### src/design/arqsw_pkg.sv
// Shared constants for the ARQ send window unit: window size, field widths,
// command and result kind codes. No dependencies.

package arqsw_pkg;

   localparam int WINDOW_SLOTS = 32;
   localparam int SEQ_W        = 32;
   localparam int IDX_W        = $clog2(WINDOW_SLOTS);
   localparam int CNT_W        = $clog2(WINDOW_SLOTS + 1);

   typedef logic [SEQ_W-1:0] seq_type;
   typedef logic [CNT_W-1:0] cnt_type;
   typedef logic [1:0]       code_type;

   localparam code_type CMD_ADD  = 2'd0;
   localparam code_type CMD_ACK  = 2'd1;
   localparam code_type CMD_NAK  = 2'd2;
   localparam code_type CMD_TICK = 2'd3;

   localparam code_type KIND_SEND   = 2'd0;
   localparam code_type KIND_ACKACK = 2'd1;
   localparam code_type KIND_STATUS = 2'd2;

endpackage

### src/design/arq_send_window_unit.sv
// ARQ send window unit: top level with window state, sequencer, shared adder
// and result register. Depends on arqsw_pkg.
//
// Usage: commands (add, ack, nak, tick) enter on the req_ channel one at a
// time; req_ready is high only while the sequencer is idle. Each item gives
// its results on the rsp_ channel in order: the ack-of-ack (ack only), one
// send per lost window entry in window order, and a status result with
// rsp_last set. The csr_ port loads the start sequence number and empties
// the window; write it only while the block is idle.
// Operation: one shared 32-bit adder does all sequence arithmetic and the
// sequencer walks the window one slot a cycle, except while a send waits
// for a full result register. An add or tick makes a send pass and then
// gives the status result; an ack first slides the window, and a nak does
// span and offset set-up, a marking pass and a send pass. The earliest
// result passes through the sequencer state register and then the result
// register. A stalled receiver holds the steps that write a result while the
// result register is full and rsp_ready is low. A new item may be accepted
// while the status result still waits in the result register.
// Reset (synchronous, active high) empties the window with base zero and
// drops any pending result.

module arq_send_window_unit (
   input  logic                        clock,
   input  logic                        reset,
   input  logic                        req_valid,
   output logic                        req_ready,
   input  logic [1:0]                  req_command,
   input  logic [arqsw_pkg::SEQ_W-1:0] req_seq_number,
   input  logic [arqsw_pkg::SEQ_W-1:0] req_seq_range_end,
   input  logic [arqsw_pkg::SEQ_W-1:0] req_ack_number,
   output logic                        rsp_valid,
   input  logic                        rsp_ready,
   output logic [1:0]                  rsp_kind,
   output logic [arqsw_pkg::SEQ_W-1:0] rsp_packet_seq,
   output logic [arqsw_pkg::SEQ_W-1:0] rsp_echo_ack,
   output logic                        rsp_accepted,
   output logic                        rsp_flushed,
   output logic [arqsw_pkg::SEQ_W-1:0] rsp_next_seq,
   output logic                        rsp_last,
   input  logic                        csr_write_enable,
   input  logic [arqsw_pkg::SEQ_W-1:0] csr_write_data
);

   localparam logic [2:0] ST_IDLE   = 3'd0;
   localparam logic [2:0] ST_ACK    = 3'd1;
   localparam logic [2:0] ST_SPAN   = 3'd2;
   localparam logic [2:0] ST_OFFSET = 3'd3;
   localparam logic [2:0] ST_NAK    = 3'd4;
   localparam logic [2:0] ST_SEND   = 3'd5;
   localparam logic [2:0] ST_STATUS = 3'd6;

   logic [2:0]                          state_ff, state_in;
   arqsw_pkg::seq_type                  base_ff, base_in;
   arqsw_pkg::cnt_type                  count_ff, count_in;
   logic [arqsw_pkg::WINDOW_SLOTS-1:0]  lost_ff, lost_in;
   arqsw_pkg::cnt_type                  idx_ff, idx_in;
   arqsw_pkg::seq_type                  seq_ff, seq_in;
   arqsw_pkg::seq_type                  rend_ff, rend_in;
   arqsw_pkg::seq_type                  ackn_ff, ackn_in;
   arqsw_pkg::seq_type                  span_ff, span_in;
   arqsw_pkg::seq_type                  dist_ff, dist_in;
   logic                                taken_ff, taken_in;

   logic                                rsp_valid_ff, rsp_valid_in;
   arqsw_pkg::code_type                 rsp_kind_ff, rsp_kind_in;
   arqsw_pkg::seq_type                  rsp_pseq_ff, rsp_pseq_in;
   arqsw_pkg::seq_type                  rsp_echo_ff, rsp_echo_in;
   logic                                rsp_acc_ff, rsp_acc_in;
   logic                                rsp_flush_ff, rsp_flush_in;
   arqsw_pkg::seq_type                  rsp_next_ff, rsp_next_in;
   logic                                rsp_last_ff, rsp_last_in;

   arqsw_pkg::seq_type                  alu_a, alu_b, alu_sum;
   logic                                alu_cin;
   logic                                out_free;
   logic                                idx_end;
   logic [arqsw_pkg::IDX_W-1:0]         slot;

   assign out_free = !rsp_valid_ff || rsp_ready;
   assign idx_end  = (idx_ff >= count_ff);
   assign slot     = idx_ff[arqsw_pkg::IDX_W-1:0];
   assign alu_sum  = alu_a + alu_b + {{(arqsw_pkg::SEQ_W-1){1'b0}}, alu_cin};

   // shared adder: operand selection by sequencer state
   always_comb begin
      alu_a   = base_ff;
      alu_b   = {{(arqsw_pkg::SEQ_W-arqsw_pkg::CNT_W){1'b0}}, idx_ff};
      alu_cin = 1'b0;
      case (state_ff)
         ST_ACK: begin
            alu_a   = seq_ff;
            alu_b   = ~base_ff;
            alu_cin = 1'b1;
         end
         ST_SPAN: begin
            alu_a   = rend_ff;
            alu_b   = ~seq_ff;
            alu_cin = 1'b1;
         end
         ST_OFFSET: begin
            alu_a   = base_ff;
            alu_b   = ~seq_ff;
            alu_cin = 1'b1;
         end
         ST_NAK: begin
            alu_a   = dist_ff;
            alu_b   = '0;
            alu_cin = 1'b1;
         end
         ST_STATUS: begin
            alu_a = base_ff;
            alu_b = {{(arqsw_pkg::SEQ_W-arqsw_pkg::CNT_W){1'b0}}, count_ff};
         end
         default: begin
            alu_a = base_ff;
         end
      endcase
   end

   always_comb begin
      state_in     = state_ff;
      base_in      = base_ff;
      count_in     = count_ff;
      lost_in      = lost_ff;
      idx_in       = idx_ff;
      seq_in       = seq_ff;
      rend_in      = rend_ff;
      ackn_in      = ackn_ff;
      span_in      = span_ff;
      dist_in      = dist_ff;
      taken_in     = taken_ff;
      rsp_valid_in = rsp_valid_ff && !rsp_ready;
      rsp_kind_in  = rsp_kind_ff;
      rsp_pseq_in  = rsp_pseq_ff;
      rsp_echo_in  = rsp_echo_ff;
      rsp_acc_in   = rsp_acc_ff;
      rsp_flush_in = rsp_flush_ff;
      rsp_next_in  = rsp_next_ff;
      rsp_last_in  = rsp_last_ff;

      case (state_ff)
         ST_IDLE: begin
            if (req_valid) begin
               seq_in   = req_seq_number;
               rend_in  = req_seq_range_end;
               ackn_in  = req_ack_number;
               idx_in   = '0;
               taken_in = 1'b0;
               case (req_command)
                  arqsw_pkg::CMD_ADD: begin
                     if (count_ff < arqsw_pkg::cnt_type'(arqsw_pkg::WINDOW_SLOTS)) begin
                        lost_in[count_ff[arqsw_pkg::IDX_W-1:0]] = 1'b1;
                        count_in = count_ff + 1'b1;
                        taken_in = 1'b1;
                     end
                     state_in = ST_SEND;
                  end
                  arqsw_pkg::CMD_ACK: state_in = ST_ACK;
                  arqsw_pkg::CMD_NAK: state_in = ST_SPAN;
                  default: begin
                     for (int i = 0; i < arqsw_pkg::WINDOW_SLOTS; i++) begin
                        lost_in[i] = (arqsw_pkg::cnt_type'(i) < count_ff);
                     end
                     state_in = ST_SEND;
                  end
               endcase
            end
         end
         ST_ACK: begin
            if (out_free) begin
               rsp_valid_in = 1'b1;
               rsp_kind_in  = arqsw_pkg::KIND_ACKACK;
               rsp_pseq_in  = '0;
               rsp_echo_in  = ackn_ff;
               rsp_acc_in   = 1'b0;
               rsp_flush_in = 1'b0;
               rsp_next_in  = '0;
               rsp_last_in  = 1'b0;
               if (alu_sum <= {{(arqsw_pkg::SEQ_W-arqsw_pkg::CNT_W){1'b0}}, count_ff}) begin
                  lost_in  = lost_ff >> alu_sum[arqsw_pkg::CNT_W-1:0];
                  base_in  = seq_ff;
                  count_in = count_ff - alu_sum[arqsw_pkg::CNT_W-1:0];
               end
               state_in = ST_SEND;
            end
         end
         ST_SPAN: begin
            span_in  = alu_sum;
            state_in = ST_OFFSET;
         end
         ST_OFFSET: begin
            dist_in  = alu_sum;
            state_in = ST_NAK;
         end
         ST_NAK: begin
            if (idx_end) begin
               idx_in   = '0;
               state_in = ST_SEND;
            end else begin
               if (dist_ff <= span_ff) begin
                  lost_in[slot] = 1'b1;
               end
               dist_in = alu_sum;
               idx_in  = idx_ff + 1'b1;
            end
         end
         ST_SEND: begin
            if (idx_end) begin
               state_in = ST_STATUS;
            end else if (!lost_ff[slot]) begin
               idx_in = idx_ff + 1'b1;
            end else if (out_free) begin
               rsp_valid_in  = 1'b1;
               rsp_kind_in   = arqsw_pkg::KIND_SEND;
               rsp_pseq_in   = alu_sum;
               rsp_echo_in   = '0;
               rsp_acc_in    = 1'b0;
               rsp_flush_in  = 1'b0;
               rsp_next_in   = '0;
               rsp_last_in   = 1'b0;
               lost_in[slot] = 1'b0;
               idx_in        = idx_ff + 1'b1;
            end
         end
         ST_STATUS: begin
            if (out_free) begin
               rsp_valid_in = 1'b1;
               rsp_kind_in  = arqsw_pkg::KIND_STATUS;
               rsp_pseq_in  = '0;
               rsp_echo_in  = '0;
               rsp_acc_in   = taken_ff;
               rsp_flush_in = (count_ff == '0);
               rsp_next_in  = alu_sum;
               rsp_last_in  = 1'b1;
               lost_in      = '0;
               state_in     = ST_IDLE;
            end
         end
         default: begin
            state_in = ST_IDLE;
         end
      endcase

      if (csr_write_enable) begin
         base_in  = csr_write_data;
         count_in = '0;
         lost_in  = '0;
      end
   end

   always_ff @(posedge clock) begin
      if (reset) begin
         state_ff     <= ST_IDLE;
         base_ff      <= '0;
         count_ff     <= '0;
         lost_ff      <= '0;
         idx_ff       <= '0;
         taken_ff     <= 1'b0;
         rsp_valid_ff <= 1'b0;
      end else begin
         state_ff     <= state_in;
         base_ff      <= base_in;
         count_ff     <= count_in;
         lost_ff      <= lost_in;
         idx_ff       <= idx_in;
         taken_ff     <= taken_in;
         rsp_valid_ff <= rsp_valid_in;
      end
   end

   always_ff @(posedge clock) begin
      seq_ff       <= seq_in;
      rend_ff      <= rend_in;
      ackn_ff      <= ackn_in;
      span_ff      <= span_in;
      dist_ff      <= dist_in;
      rsp_kind_ff  <= rsp_kind_in;
      rsp_pseq_ff  <= rsp_pseq_in;
      rsp_echo_ff  <= rsp_echo_in;
      rsp_acc_ff   <= rsp_acc_in;
      rsp_flush_ff <= rsp_flush_in;
      rsp_next_ff  <= rsp_next_in;
      rsp_last_ff  <= rsp_last_in;
   end

   assign req_ready      = (state_ff == ST_IDLE);
   assign rsp_valid      = rsp_valid_ff;
   assign rsp_kind       = rsp_kind_ff;
   assign rsp_packet_seq = rsp_pseq_ff;
   assign rsp_echo_ack   = rsp_echo_ff;
   assign rsp_accepted   = rsp_acc_ff;
   assign rsp_flushed    = rsp_flush_ff;
   assign rsp_next_seq   = rsp_next_ff;
   assign rsp_last       = rsp_last_ff;

endmodule

### config.mk
export PLATFORM = sky130hd
export DESIGN_NAME = arq_send_window_unit
export DESIGN_NICKNAME = d
export VERILOG_FILES = /design/src/design/arqsw_pkg.sv /design/src/design/arq_send_window_unit.sv
export SDC_FILE = /design/constraint.sdc
export NUM_CORES = 1
export LEC_CHECK = 0
export BUFFER_PORTS_ARGS = -buffer_cell sky130_fd_sc_hd__buf_2
export CELL_PAD_IN_SITES_DETAIL_PLACEMENT = 1
export CELL_PAD_IN_SITES_GLOBAL_PLACEMENT = 2
export CORE_ASPECT_RATIO = 0.75
export CORE_UTILIZATION = 34
export DETAILED_ROUTE_END_ITERATION = 7
export PLACE_DENSITY = 0.72
export SYNTH_ARGS = -nofsm -noshare
export SYNTH_HDL_FRONTEND = slang
export SYNTH_SLANG_ARGS = --single-unit
### constraint.sdc
create_clock -name clock -period 5.35 [get_ports clock]
set_input_delay 0.535 -clock clock [delete_from_list [all_inputs] [get_ports clock]]
set_output_delay 0.535 -clock clock [all_outputs]
set_load 0.1 [all_outputs]
Word level (Yosys, flattened, before mapping)
Cells that the tools add are included.
{"block": "totals", "word_cells": 216, "input_bits": 135, "reg_bits": 342, "out_inout_bits": 103}
{"block": "classes", "bitwise": 6, "shift": 1, "n_eq_ne": 25, "n_reduce_logical": 34, "order_cmp": 40, "add_sub_neg": 5, "mux": 86}
{"operator": "two-way mux 32 bit", "count": 25}
{"operator": "one-hot mux 32 bit (3 select lines)", "count": 3}
{"operator": "one-hot mux 32 bit (2 select lines)", "count": 3}
{"operator": "one-hot mux 32 bit (5 select lines)", "count": 1}
{"operator": "one-hot mux 32 bit (4 select lines)", "count": 1}
{"operator": "< comparator 5 x 6 -> 1 bit, first input constant", "count": 16}
{"operator": "inverter 32 bit", "count": 3}
{"operator": "OR 32 bit", "count": 2}
{"operator": "two-way mux 6 bit", "count": 10}
{"operator": "< comparator 4 x 6 -> 1 bit, first input constant", "count": 8}
{"operator": "adder 32 x 1 -> 32 bit", "count": 1}
{"operator": "adder 32 bit", "count": 1}
{"operator": "AND 32 bit", "count": 1}
{"operator": "less-or-equal comparator 32 bit", "count": 1}
{"operator": "less-or-equal comparator 32 x 6 -> 1 bit", "count": 1}
{"operator": ">> shifter 32 x 6 -> 32 bit", "count": 1}
{"operator": "< comparator 3 x 6 -> 1 bit, first input constant", "count": 4}
{"operator": "inequality test 2 bit, second input constant", "count": 12}
{"operator": "two-way mux 1 bit", "count": 21}
{"operator": "one-hot mux 3 bit (7 select lines)", "count": 1}
{"operator": "one-hot mux 6 bit (3 select lines)", "count": 1}
{"operator": "two-way mux 3 bit", "count": 5}
{"operator": "adder 6 x 1 -> 6 bit, second input constant", "count": 2}
{"operator": "< comparator 1 x 6 -> 1 bit, first input constant", "count": 2}
{"operator": "38 further kinds", "count": 71}

Depth between registers and ports, before layout
Gate-level depths: netlist of the first run.
{"block": "depth", "depth_word": 10, "mapped_depth": 27, "mapped_depth_nobuf": 22}

Worst setup path after synthesis of the first run
OpenSTA, ideal clock, no wires.
{"block": "synth_path", "path_type": "register to register", "start": "reg state_ff[2]", "end": "reg lost_ff[10] (netlist name)", "slack_ns": -1.359, "synth_period_minus_slack_ns": 6.709, "stages_incl_launch_ff": 22, "setup_ns": 0.132, "t_arrival_ns": 6.577, "required_time_ns": 5.218, "path_buffers": 4, "path_cell_list": "dfxtp_1 -> clkbuf_8 -> nor3_1 -> nand2b_1 -> fa_1 -> inv_1 -> fa_1 -> xnor2_1 -> inv_1 -> clkbuf_1 -> ha_1 -> o21a_1 -> o21ai_0 -> a21oi_1 -> nor4_2 -> nand4_1 -> nor4_4 -> nand3_1 -> a221o_1 -> buf_6 -> buf_12 -> mux2i_1"}
{"block": "synth_via", "elab_cells_between_ends": 32, "classes_between": "add/sub: 2; order compare: 1; eq/ne: 17; shift: 1; mux: 6; reduce/logical: 5"}
{"item": "from (decl)", "line_no": "arq_send_window_unit.sv:52", "rtl": "logic [2:0] state_ff, state_in;"}
{"item": "from (signal assigned)", "line_no": "arq_send_window_unit.sv:261", "rtl": "state_ff <= state_in;"}
{"item": "zero test 3 bit (*)"}
{"item": "named net req_ready", "line_no": "arq_send_window_unit.sv:26", "rtl": "output logic req_ready,"}
{"item": "inequality test 3 bit (no source line) (tied with other cells)"}
{"item": "AND reduction 12 bit (no source line)"}
{"item": "to (signal assigned)", "line_no": "arq_send_window_unit.sv:264", "rtl": "lost_ff <= lost_in;"}
{"item": "to (decl)", "line_no": "arq_send_window_unit.sv:55", "rtl": "logic [arqsw_pkg::WINDOW_SLOTS-1:0] lost_ff, lost_in;"}
Mark *: on every way through the listed nets, which the timed path passes. The rest lies on a longest branch. The select of a mux whose other input is x is not followed.
A chain may end at the register's enable or synchronous reset.

Worst setup path in the final report of the first run
{"block": "layout_path", "start": "reg state_ff[0]", "end": "reg base_ff[26]"}
{"block": "layout_via", "elab_chain_len": 8, "elab_cells_between_ends": 16, "classes_between": "add/sub: 2; order compare: 1; eq/ne: 5; mux: 3; reduce/logical: 5"}
{"item": "equality test 3 x 2 -> 1 bit", "line_no": "arq_send_window_unit.sv:89", "rtl": "case (state_ff)"}
{"item": "OR reduction 2 bit (no source line)"}
{"item": "one-hot mux 32 bit (4 select lines)", "line_no": "arq_send_window_unit.sv:89"}
{"item": "adder 32 bit", "line_no": "arq_send_window_unit.sv:82", "rtl": "assign alu_sum = alu_a + alu_b + {{(arqsw_pkg::SEQ_W-1){1'b0}}, alu_cin};"}
{"item": "adder 32 x 1 -> 32 bit (*)", "line_no": "arq_send_window_unit.sv:82"}
{"item": "named net alu_sum[23]", "line_no": "arq_send_window_unit.sv:73", "rtl": "arqsw_pkg::seq_type alu_a, alu_b, alu_sum;"}
{"item": "less-or-equal comparator 32 x 6 -> 1 bit (*)", "line_no": "arq_send_window_unit.sv:179", "rtl": "if (alu_sum <= {{(arqsw_pkg::SEQ_W-arqsw_pkg::CNT_W){1'b0}}, count_ff}) begin"}
{"item": "nonzero test 2 bit (no source line) (*)"}
{"item": "AND reduction 3 bit (no source line) (*)"}
{"item": "to (signal assigned)", "line_no": "arq_send_window_unit.sv:262", "rtl": "base_ff <= base_in;"}
{"item": "to (decl)", "line_no": "arq_send_window_unit.sv:53", "rtl": "arqsw_pkg::seq_type base_ff, base_in;"}
Mark *: on every way through the listed nets, which the timed path passes. The rest lies on a longest branch.

==> impl_metrics.tcl, run 1 <==
set metrics [dict create \
    post-route-period-util 0.980 \
    nets 2585 \
    synth_cell_type_count 93 \
    synth_ff_type "edfxtp_1" \
    syn_to_final_growth_pct 21.3 \
    critPathCaptureType "register" \
    num_vias 18700 \
    cp_cell_sequence "clkinvlp_4 -> nor2_4 -> o31ai_4 -> buf_4 -> buf_4 -> a221o_1 -> ha_1 -> buf_4 -> a21oi_1 -> o21ai_1 -> a221oi_1 -> buf_4 -> and2_1 -> xor2_1 -> inv_1 -> nor4_4 -> and4_4 -> clkbuf_16 -> mux2i_1 -> a211oi_1" \
    crit_top_cell "buf_4" \
    vias_per_cell 5.89 \
    arrival_ns 5.65 \
    ys_warn_count 0 \
    grt_max_degree 59 \
    worst_pin_slew_ns 1.18 \
    synth_nets 2288 \
    antenna_found_initial 2 \
    cts_tree "built" \
    totalWireLength_mm 86.1 \
    gp_congestion 0.963 \
    clock-sinks 342 \
    clock_skew_ns 0.0241 \
    pre_cts_slack_ns 0.136 \
    dr.pass1.iters 5 \
    antenna_cells 0 \
    netlist_area_mm2 0.0207 \
    start_util 0.348 \
    ir_drop_uv 373 \
    syn_inst 2064 \
    slowest_stage "and4_4" \
    synth-edff-count 261 \
    grt_use_total 0.270 \
    max_slew_margin 0.209 \
    num_rows 77 \
    setup_slack_ns 0.109 \
    finalHoldViolations 0 \
    static-leakage-power_nw 10.0 \
    path_clk_slew_ns 0.07 \
    start_kind "register" \
    cap_violations 0 \
    grt-ovfl-total 0 \
    ys_seq_area_frac 0.458 \
    async_flop_share 0 \
    crit_type "register to register" \
    die_area_mm2 0.0618 \
    tns_ns 0 \
    clockRootBuffer "clkbuf_16" \
    timing.fmax_mhz 191 \
    dieHeight_um 215 \
    ant_nets 0 \
    wl_per_cell_um 27.1 \
    p_per_area_mw_per_mm2 601 \
    grt_pass1_wl_mm 124 \
    hpwlAfterDp_mm 64.8 \
    first_global_vias 18300 \
    io_buffers 237 \
    setup_viol 0 \
    status "finished clean" \
    h-tree-depth 2 \
    io_pins 238 \
    hp-class "input pin to register" \
    ys_ff_latch 342 \
    required_ns 5.76 \
    die_w_um 287 \
    slowest_delay_ns 0.46 \
    clockBufferDepth 3 \
    nFillCells 6692 \
    design.core.area_mm2 0.0594 \
    syn_area_per_cell_um2 10.0 \
    cp_max_fo 21 \
    clk_latency_ns 0.57 \
    first_iter_violations 1865 \
    drive_above_1_share 0.234 \
    fin_crit_ns 5.24 \
    slew_viol_final 0 \
    drc_errors 0 \
    cts_made_buffers 39 \
    cts_hold_buf 0 \
]
==> worst paths after layout <==
kind | from | end | slack, ns | cells past startpoint
setup / recovery | state_ff[0] | base_ff[26] | 0.11 | 20
hold reg to reg | taken_ff | taken_ff | 0.50 | 2
hold / removal | req_ack_number[18] | ackn_ff[18] | 0.14 | 1
setup reg to reg | state_ff[0] | base_ff[26] | 0.11 | 20
==> cell families (layout without fill, tap and decap cells) <==
kind of cell | after synthesis | after routing | synth area share
xor gates and xnor gates | 26 | 26 | 0.0121
buffers and inverters | 246 | 573 | 0.0571
muxes | 158 | 158 | 0.0815
adders and majority gates | 89 | 89 | 0.0550
AOI/OAI and AO/OA | 569 | 569 | 0.196
and+or+nand+nor | 634 | 634 | 0.140
DFF | 342 | 342 | 0.458
==> cells in the mapped netlist, drive strengths merged, types with 35 or more instances <==
master / number / area share
inv: 91 / 0.017
edfxtp: 261 / 0.38
nand2: 193 / 0.035
dfxtp: 81 / 0.078
mux2i: 148 / 0.072
and2: 40 / 0.012
nor3: 40 / 0.0097
ha: 86 / 0.052
nor2: 231 / 0.042
a31oi: 38 / 0.012
nand3: 35 / 0.0085
a211oi: 56 / 0.021
a22oi: 43 / 0.016
a21oi: 113 / 0.029
clkbuf: 107 / 0.025
o21ai: 68 / 0.016
buf: 43 / 0.015
==> registers in the layout (all words and copies together) (netlist names) <==
| name | flops |
|---|---|
| ackn_ff | 32 |
| base_ff | 32 |
| dist_ff | 32 |
| lost_ff | 32 |
| rend_ff | 32 |
| rsp_echo_ack | 32 |
| rsp_next_seq | 32 |
| rsp_packet_seq | 32 |
| seq_ff | 32 |
| span_ff | 32 |
| count_ff | 6 |
| idx_ff | 6 |
| state_ff | 3 |
| rsp_kind | 2 |
| rsp_accepted | 1 |
| rsp_flushed | 1 |
| rsp_last | 1 |
| rsp_valid | 1 |
| taken_ff | 1 |
==> per-stage QoR <==
stage | std cells | utilization | hold slack, ns | total power [mW] | area, um^2
floorplan | 2064 | - | 0.448 | 8.91 | 20700
global placement | 3102 | 0.395 | 0.466 | 11.8 | 23500
detailed placement | 3102 | 0.395 | 0.486 | 11.9 | 23500
CTS | 3173 | 0.418 | 0.107 | 14.9 | 24900
global route | 3181 | 0.422 | 0.108 | 15.6 | 25100
finish | 3181 | 0.422 | 0.139 | 15.1 | 25100
==> cells in the final DEF, fill, tap and decap left out, types with 42 or more instances in the layout <==
cell and count:
dfxtp_1 78, buf_2 237, a211oi_1 51, inv_1 84, nor2_1 223, clkbuf_16 42
mux2i_1 146, a21oi_1 106, ha_1 83, a22oi_1 43, nand2_1 191, edfxtp_1 261
buf_4 155, o21ai_0 58
==> final cells by class <==
| cell class | instances | area, um^2 | area share |
|---|---|---|---|
| clock buffers | 44 | 1000 | 0.0401 |
| repair buffers | 407 | 2630 | 0.105 |
| flip-flops and latches | 342 | 9470 | 0.378 |
| clock inverters | 27 | 397 | 0.0158 |
| multi-input cells | 1476 | 10200 | 0.407 |
| inverters | 95 | 364 | 0.0145 |
| well taps | 790 | 988 | 0.0394 |
==> what timing repair did <==
item / 4_1_cts / 5_1_grt
setup buffers: 0 / 4
endpoints found under the setup margin: 0 / 70
gates resized for setup: 0 / 24
==> report_power, final <==
group / total [mW] / leakage [nW] / switching [mW] / internal (mW)
clock network: 3.00 / 0.675 / 1.20 / 1.80
logic: 8.37 / 6.22 / 5.88 / 2.49
registers: 3.70 / 3.10 / 0.203 / 3.50
total: 15.1 / 10.0 / 7.27 / 7.79
==> per-layer routing <==
metal  wire length, um  part of all wire  vias up  track usage
li1                  -                 -     8363            -
met5                26           0.00030        -            0
met4              1080             0.013        4       0.0440
met2             31900              0.37      835        0.337
met3              9090              0.11       84       0.0772
met1             44000              0.51     9439        0.443
==> critical path, delay by kind of cell, from the launching register on <==
kind / cells / cell delay, ns
DFF: 1 / 0.37
muxes: 1 / 0.21
and+or+nand+nor: 4 / 1.23
xor gates and xnor gates: 1 / 0.28
buffers and inverters: 7 / 1.35
adders and majority gates: 1 / 0.35
AOI/OAI and AO/OA: 6 / 1.26
(Power assumes the default switching activity.)
==> run 2, diff against run 1 <==
Settings changed: CAP_MARGIN set to 10, CORE_UTILIZATION 34 to 35, CTS_BUF_LIST set to sky130_fd_sc_hd__clkbuf_8, PLACE_DENSITY 0.72 to 0.74, SKIP_CTS_REPAIR_TIMING set to 1.
==> run 2 against run 1 <==
Clock-buffer cell count up 17; critical endpoint is now lost_ff[0]; via count up 1.1%; final cell count up 0.85%; final area down 0.37%; critical path type unchanged; global-route usage up 0.92 points.
==> impl_metrics.tcl, run 2 (synthesis results as in run 1) <==
set metrics [dict create \
    status "finished clean" \
    grt-ovfl-total 0 \
    r2r-start "state_ff[0]" \
    io_pins 238 \
    cp_max_fo 23 \
    max_slew_margin 0.197 \
    die_w_um 283 \
    grt_max_degree 58 \
    gp_congestion 0.962 \
    timing.fmax_mhz 189 \
    h-tree-depth 2 \
    clockRootBuffer "clkbuf_8" \
    slowest_delay_ns 0.51 \
    crit_top_cell "buf_12" \
    num_vias 18900 \
    hpwlAfterDp_mm 64.2 \
    syn_to_final_growth_pct 20.9 \
    crit_type "register to register" \
    first_global_vias 18100 \
    worst_pin_slew_ns 1.20 \
    drive_above_1_share 0.244 \
    highest_layer "met5" \
    wl_per_cell_um 26.8 \
    crit_path_start "state_ff[0]" \
    clock_skew_ns 0.0709 \
    final_common_cell "edfxtp_1" \
    path_clk_slew_ns 0.06 \
    r2r_setup_slack_ns 0.05 \
    grt_pass1_wl_mm 124 \
    dr_wl_met2_mm 32.1 \
    slowest_stage "a221o_2" \
    cp.buffers_inverters 4 \
    num_rows 76 \
    finalHoldViolations 0 \
    hold-worst-slack_ns 0.0288 \
    arrival_ns 5.83 \
    start_util 0.357 \
    critPathCaptureType "register" \
    grt_use_total 0.279 \
    drc_errors 0 \
    cts_tree "built" \
    totalWireLength_mm 86.0 \
    pre_cts_slack_ns 0.0318 \
    dr_wl_met3_mm 9.14 \
    min_from "req_seq_number[5]" \
    antenna_cells 0 \
    ir_drop_uv 520 \
    die_area_mm2 0.0600 \
    required_ns 5.89 \
    cts_made_buffers 59 \
    rsz0062_at_grt "true" \
    clockBufferDepth 3 \
    clock-sinks 342 \
    io_buffers 237 \
    clk_latency_ns 0.69 \
    ant_nets 0 \
    p_per_area_mw_per_mm2 591 \
    first_iter_violations 2044 \
    design.core.area_mm2 0.0579 \
    path_delay_family "compound AO/OA/AOI/OAI gates" \
    nets 2605 \
    fin_crit_ns 5.30 \
    vias_per_cell 5.90 \
    layout_common_cells "edfxtp_1, buf_2, nor2_1" \
    cp_cell_sequence "clkinvlp_4 -> buf_6 -> or3_1 -> buf_12 -> o22ai_1 -> ha_1 -> a21oi_2 -> o211a_1 -> o21a_1 -> o21ai_0 -> xnor2_1 -> o2111ai_2 -> nor4_4 -> nand3_2 -> a221o_2 -> buf_12 -> mux2i_2" \
    setup_slack_ns 0.0549 \
    static-leakage-power_nw 10.0 \
    hp-class "input pin to register" \
    start_kind "register" \
    cap_violations 0 \
    post-route-period-util 0.990 \
    slew_viol_final 0 \
    antenna_found_initial 1 \
    dr.pass1.iters 6 \
    place_inst 3080 \
    m1WireLength_mm 43.6 \
    setup_viol 0 \
    layout.cells.non_filler 3208 \
    dieHeight_um 212 \
]
## run 2: changes by cell type in the layout (fill, tap and decap cells not counted), moves of 4 or more
cell	delta
clkbuf_16	-40
clkinv_2	+4
clkbuf_1	-4
clkbuf_8	+60
inv_1	+14
## run 2: power by group
group | internal (mW) | total, mW | switching, mW
clock | 1.50 | 2.70 | 1.20
combinational | 2.53 | 8.33 | 5.80
sequential | 3.50 | 3.72 | 0.218
total | 7.53 | 14.7 | 7.22
## run 2: stage by stage
stage                      util  instance area [um^2]  power (mW)  setup TNS [ns]
after floorplan               -                 20700        8.91               0
after global placement    0.402                 23300        11.6               0
after detailed placement  0.402                 23300        11.7               0
after CTS                 0.425                 24600        14.4          -0.561
after global routing      0.431                 25000        15.4           -3.19
final                     0.431                 25000        14.7               0
## run 2: per-layer routing
metal | track usage | vias up
li1 | - | 8407
met3 | 0.0621 | 77
met1 | 0.464 | 9488
met2 | 0.353 | 958
met5 | 0 | -
met4 | 0.0483 | 2
## run 2: worst reg2reg max path: cells and delay by family, from the launching register on
family / cells / cell delay, ns
muxes: 1 / 0.15
adders and majority gates: 1 / 0.41
buffers and inverters: 4 / 0.83
DFF: 1 / 0.41
xor gates and xnor gates: 1 / 0.30
AOI/OAI and AO/OA: 7 / 2.17
and+or+nand+nor: 3 / 0.89
## run 2: final cells by class
cell class,count,area [um^2]
fill,6480,32900
multi-input combinational,1476,10300
sequential,342,9470
timing repair buffer,407,2600
tap,780,976
clock buffer,61,840
clock inverter,47,450
inverter,95,364
## run 2: final timing paths
kind                      end  cells past startpoint
max reg2reg        lost_ff[0]                     17
min reg2reg  rsp_echo_ack[29]                      1
min                 seq_ff[5]                      1
max                lost_ff[0]                     17
==> run 3, diff against run 2 <==
Settings changed: CTS_CLUSTER_SIZE set to 28, MAX_ROUTING_LAYER set to met4.
==> run 3 against run 2 <==
Setup slack got worse by 0.045 ns; sequential share of layout area rose by 0.56 points; routed wire length rose by 0.22%; hold slack improved by 0.0083 ns; global-route usage rose by 1.0 points; non-clock buffer count fell by 16; via count fell by 0.97%; sequential power barely moved; die area did not move; final area fell by 1.4%; first-iteration DRC count fell by 18%; critical path type unchanged; critical endpoint is now lost_ff[12].
==> impl_metrics.tcl, run 3 (synthesis results as in run 1) <==
set metrics [dict create \
    ant_nets 0 \
    timing.fmax_mhz 187 \
    fin_crit_ns 5.34 \
    hpwlAfterDp_mm 64.1 \
    final_common_cell "edfxtp_1" \
    slowest_delay_ns 0.54 \
    hp-class "input pin to register" \
    gp_congestion 0.980 \
    worst_pin_slew_ns 1.21 \
    pre_cts_slack_ns -0.0353 \
    drive_above_1_share 0.232 \
    io_pins 238 \
    h-tree-depth 2 \
    die_area_mm2 0.0600 \
    layout_common_cells "edfxtp_1, buf_2, nor2_1" \
    crit_type "register to register" \
    slew_viol_final 0 \
    grt-ovfl-total 0 \
    layout.cells.non_filler 3191 \
    reg2reg_to "lost_ff[12]" \
    p_per_area_mw_per_mm2 582 \
    register_area_mm2 0.00947 \
    setup_slack_ns 0.0102 \
    required_ns 5.88 \
    first_global_vias 18400 \
    clockBufferDepth 3 \
    r2r_setup_slack_ns 0.01 \
    die_w_um 283 \
    start_kind "register" \
    nets 2587 \
    grt_use_total 0.289 \
    cap_violations 0 \
    totalWireLength_mm 86.2 \
    placed_area_mm2 0.0232 \
    slowest_stage "nor3_1" \
    io_buffers 237 \
    path_clk_slew_ns 0.06 \
    status "finished clean" \
    setup_viol 0 \
    clock-sinks 342 \
    cts_made_buffers 57 \
    vias_per_cell 5.88 \
    drc_errors 0 \
    r2r.worst_path.cells 18 \
    hold_depth 1 \
    dr.pass1.iters 5 \
    post-route-period-util 0.998 \
    cp_cell_sequence "clkinvlp_4 -> buf_4 -> or3_1 -> buf_12 -> o22ai_1 -> buf_4 -> ha_1 -> nand4_1 -> nor3_1 -> o211ai_1 -> and2_1 -> xor2_1 -> inv_1 -> nor4_4 -> nand3_2 -> a221o_2 -> clkbuf_16 -> mux2i_1" \
    finalHoldViolations 0 \
    static-leakage-power_nw 9.88 \
    tns_ns 0 \
    critPathCaptureType "register" \
    grt_pass1_wl_mm 124 \
    max_slew_margin 0.186 \
    first_iter_violations 1677 \
    ir_drop_uv 492 \
    design.core.area_mm2 0.0579 \
    num_vias 18700 \
    wl_per_cell_um 27.0 \
    num_rows 76 \
    finalPower_mw 14.3 \
    start_util 0.357 \
    clockRootBuffer "clkbuf_8" \
    crit_top_cell "buf_4" \
    place_inst 3071 \
    arrival_ns 5.87 \
    clock_skew_ns 0.0454 \
    min_from "req_seq_number[2]" \
    whs_endpoint "seq_ff[2]" \
    cp_max_fo 23 \
    antenna_found_initial 1 \
    grt_max_degree 58 \
    fin_area_mm2 0.0246 \
    cts_tree "built" \
    r2r-start "state_ff[0]" \
    nFillCells 6558 \
    syn_to_final_growth_pct 19.2 \
    multi_input_area_mm2 0.0102 \
    dieHeight_um 212 \
    clk_latency_ns 0.68 \
]
[run 3: cell types whose count changed in the layout (fill, tap and decap cells not counted), sizes merged, moves of 2 or more]
cell	delta
clkinv	+4
buf	-13
clkinvlp	-4
inv	+2
dlygate4sd3	-3
bufinv	-7
clkbuf	+3
[run 3: critical path, delay by kind of cell (launching register included)]
kind | cells | cell delay, ns
DFF | 1 | 0.38
adders and majority gates | 1 | 0.25
xor gates and xnor gates | 1 | 0.21
buffers and inverters | 6 | 1.18
and+or+nand+nor | 6 | 2.00
AOI/OAI and AO/OA | 3 | 1.03
muxes | 1 | 0.13
[run 3: report_power, final]
group | switching (mW) | internal, mW
Sequential | 0.217 | 3.50
Combinational | 5.82 | 2.46
Clock | 1.14 | 1.20
[run 3: worst max-delay path by stage]
stage | cells after the start | start | end
finish | 18 | state_ff[0] | lost_ff[12]
global route | 23 | state_ff[0] | lost_ff[16]
CTS | 23 | state_ff[0] | lost_ff[8]
detailed placement | 23 | state_ff[0] | lost_ff[8]
global placement | 21 | state_ff[1] | lost_ff[8]
floorplan | 27 | state_ff[0] | lost_ff[9]
[run 3: area by class of cell]
| class | instances | area share |
|---|---|---|
| sequential | 342 | 0.385 |
| inverter | 95 | 0.0148 |
| timing repair buffer | 391 | 0.101 |
| antenna | 1 | 0.000102 |
| clock inverter | 42 | 0.00971 |
| multi-input combinational | 1476 | 0.414 |
| tap | 780 | 0.0397 |
| clock buffer | 64 | 0.0358 |
[run 3: per-layer routing]
layer  part of all wire  wire [um]  GRT usage  up-vias
li1                   -          -          -     8378
met4              0.014       1200     0.0481        0
met5                  0          0          -        -
met3               0.12      10300     0.0999       85
met1               0.49      42100      0.436     9401
met2               0.38      32500      0.365      885
[run 3: metrics by stage]
| stage | hold WS, ns | util |
|---|---|---|
| 2_1_floorplan | 0.448 | - |
| 3_3_place_gp | 0.500 | 0.401 |
| 3_5_place_dp | 0.506 | 0.401 |
| 4_1_cts | -0.00255 | 0.421 |
| 5_1_grt | 0.0126 | 0.425 |
| 6_report | 0.0371 | 0.425 |
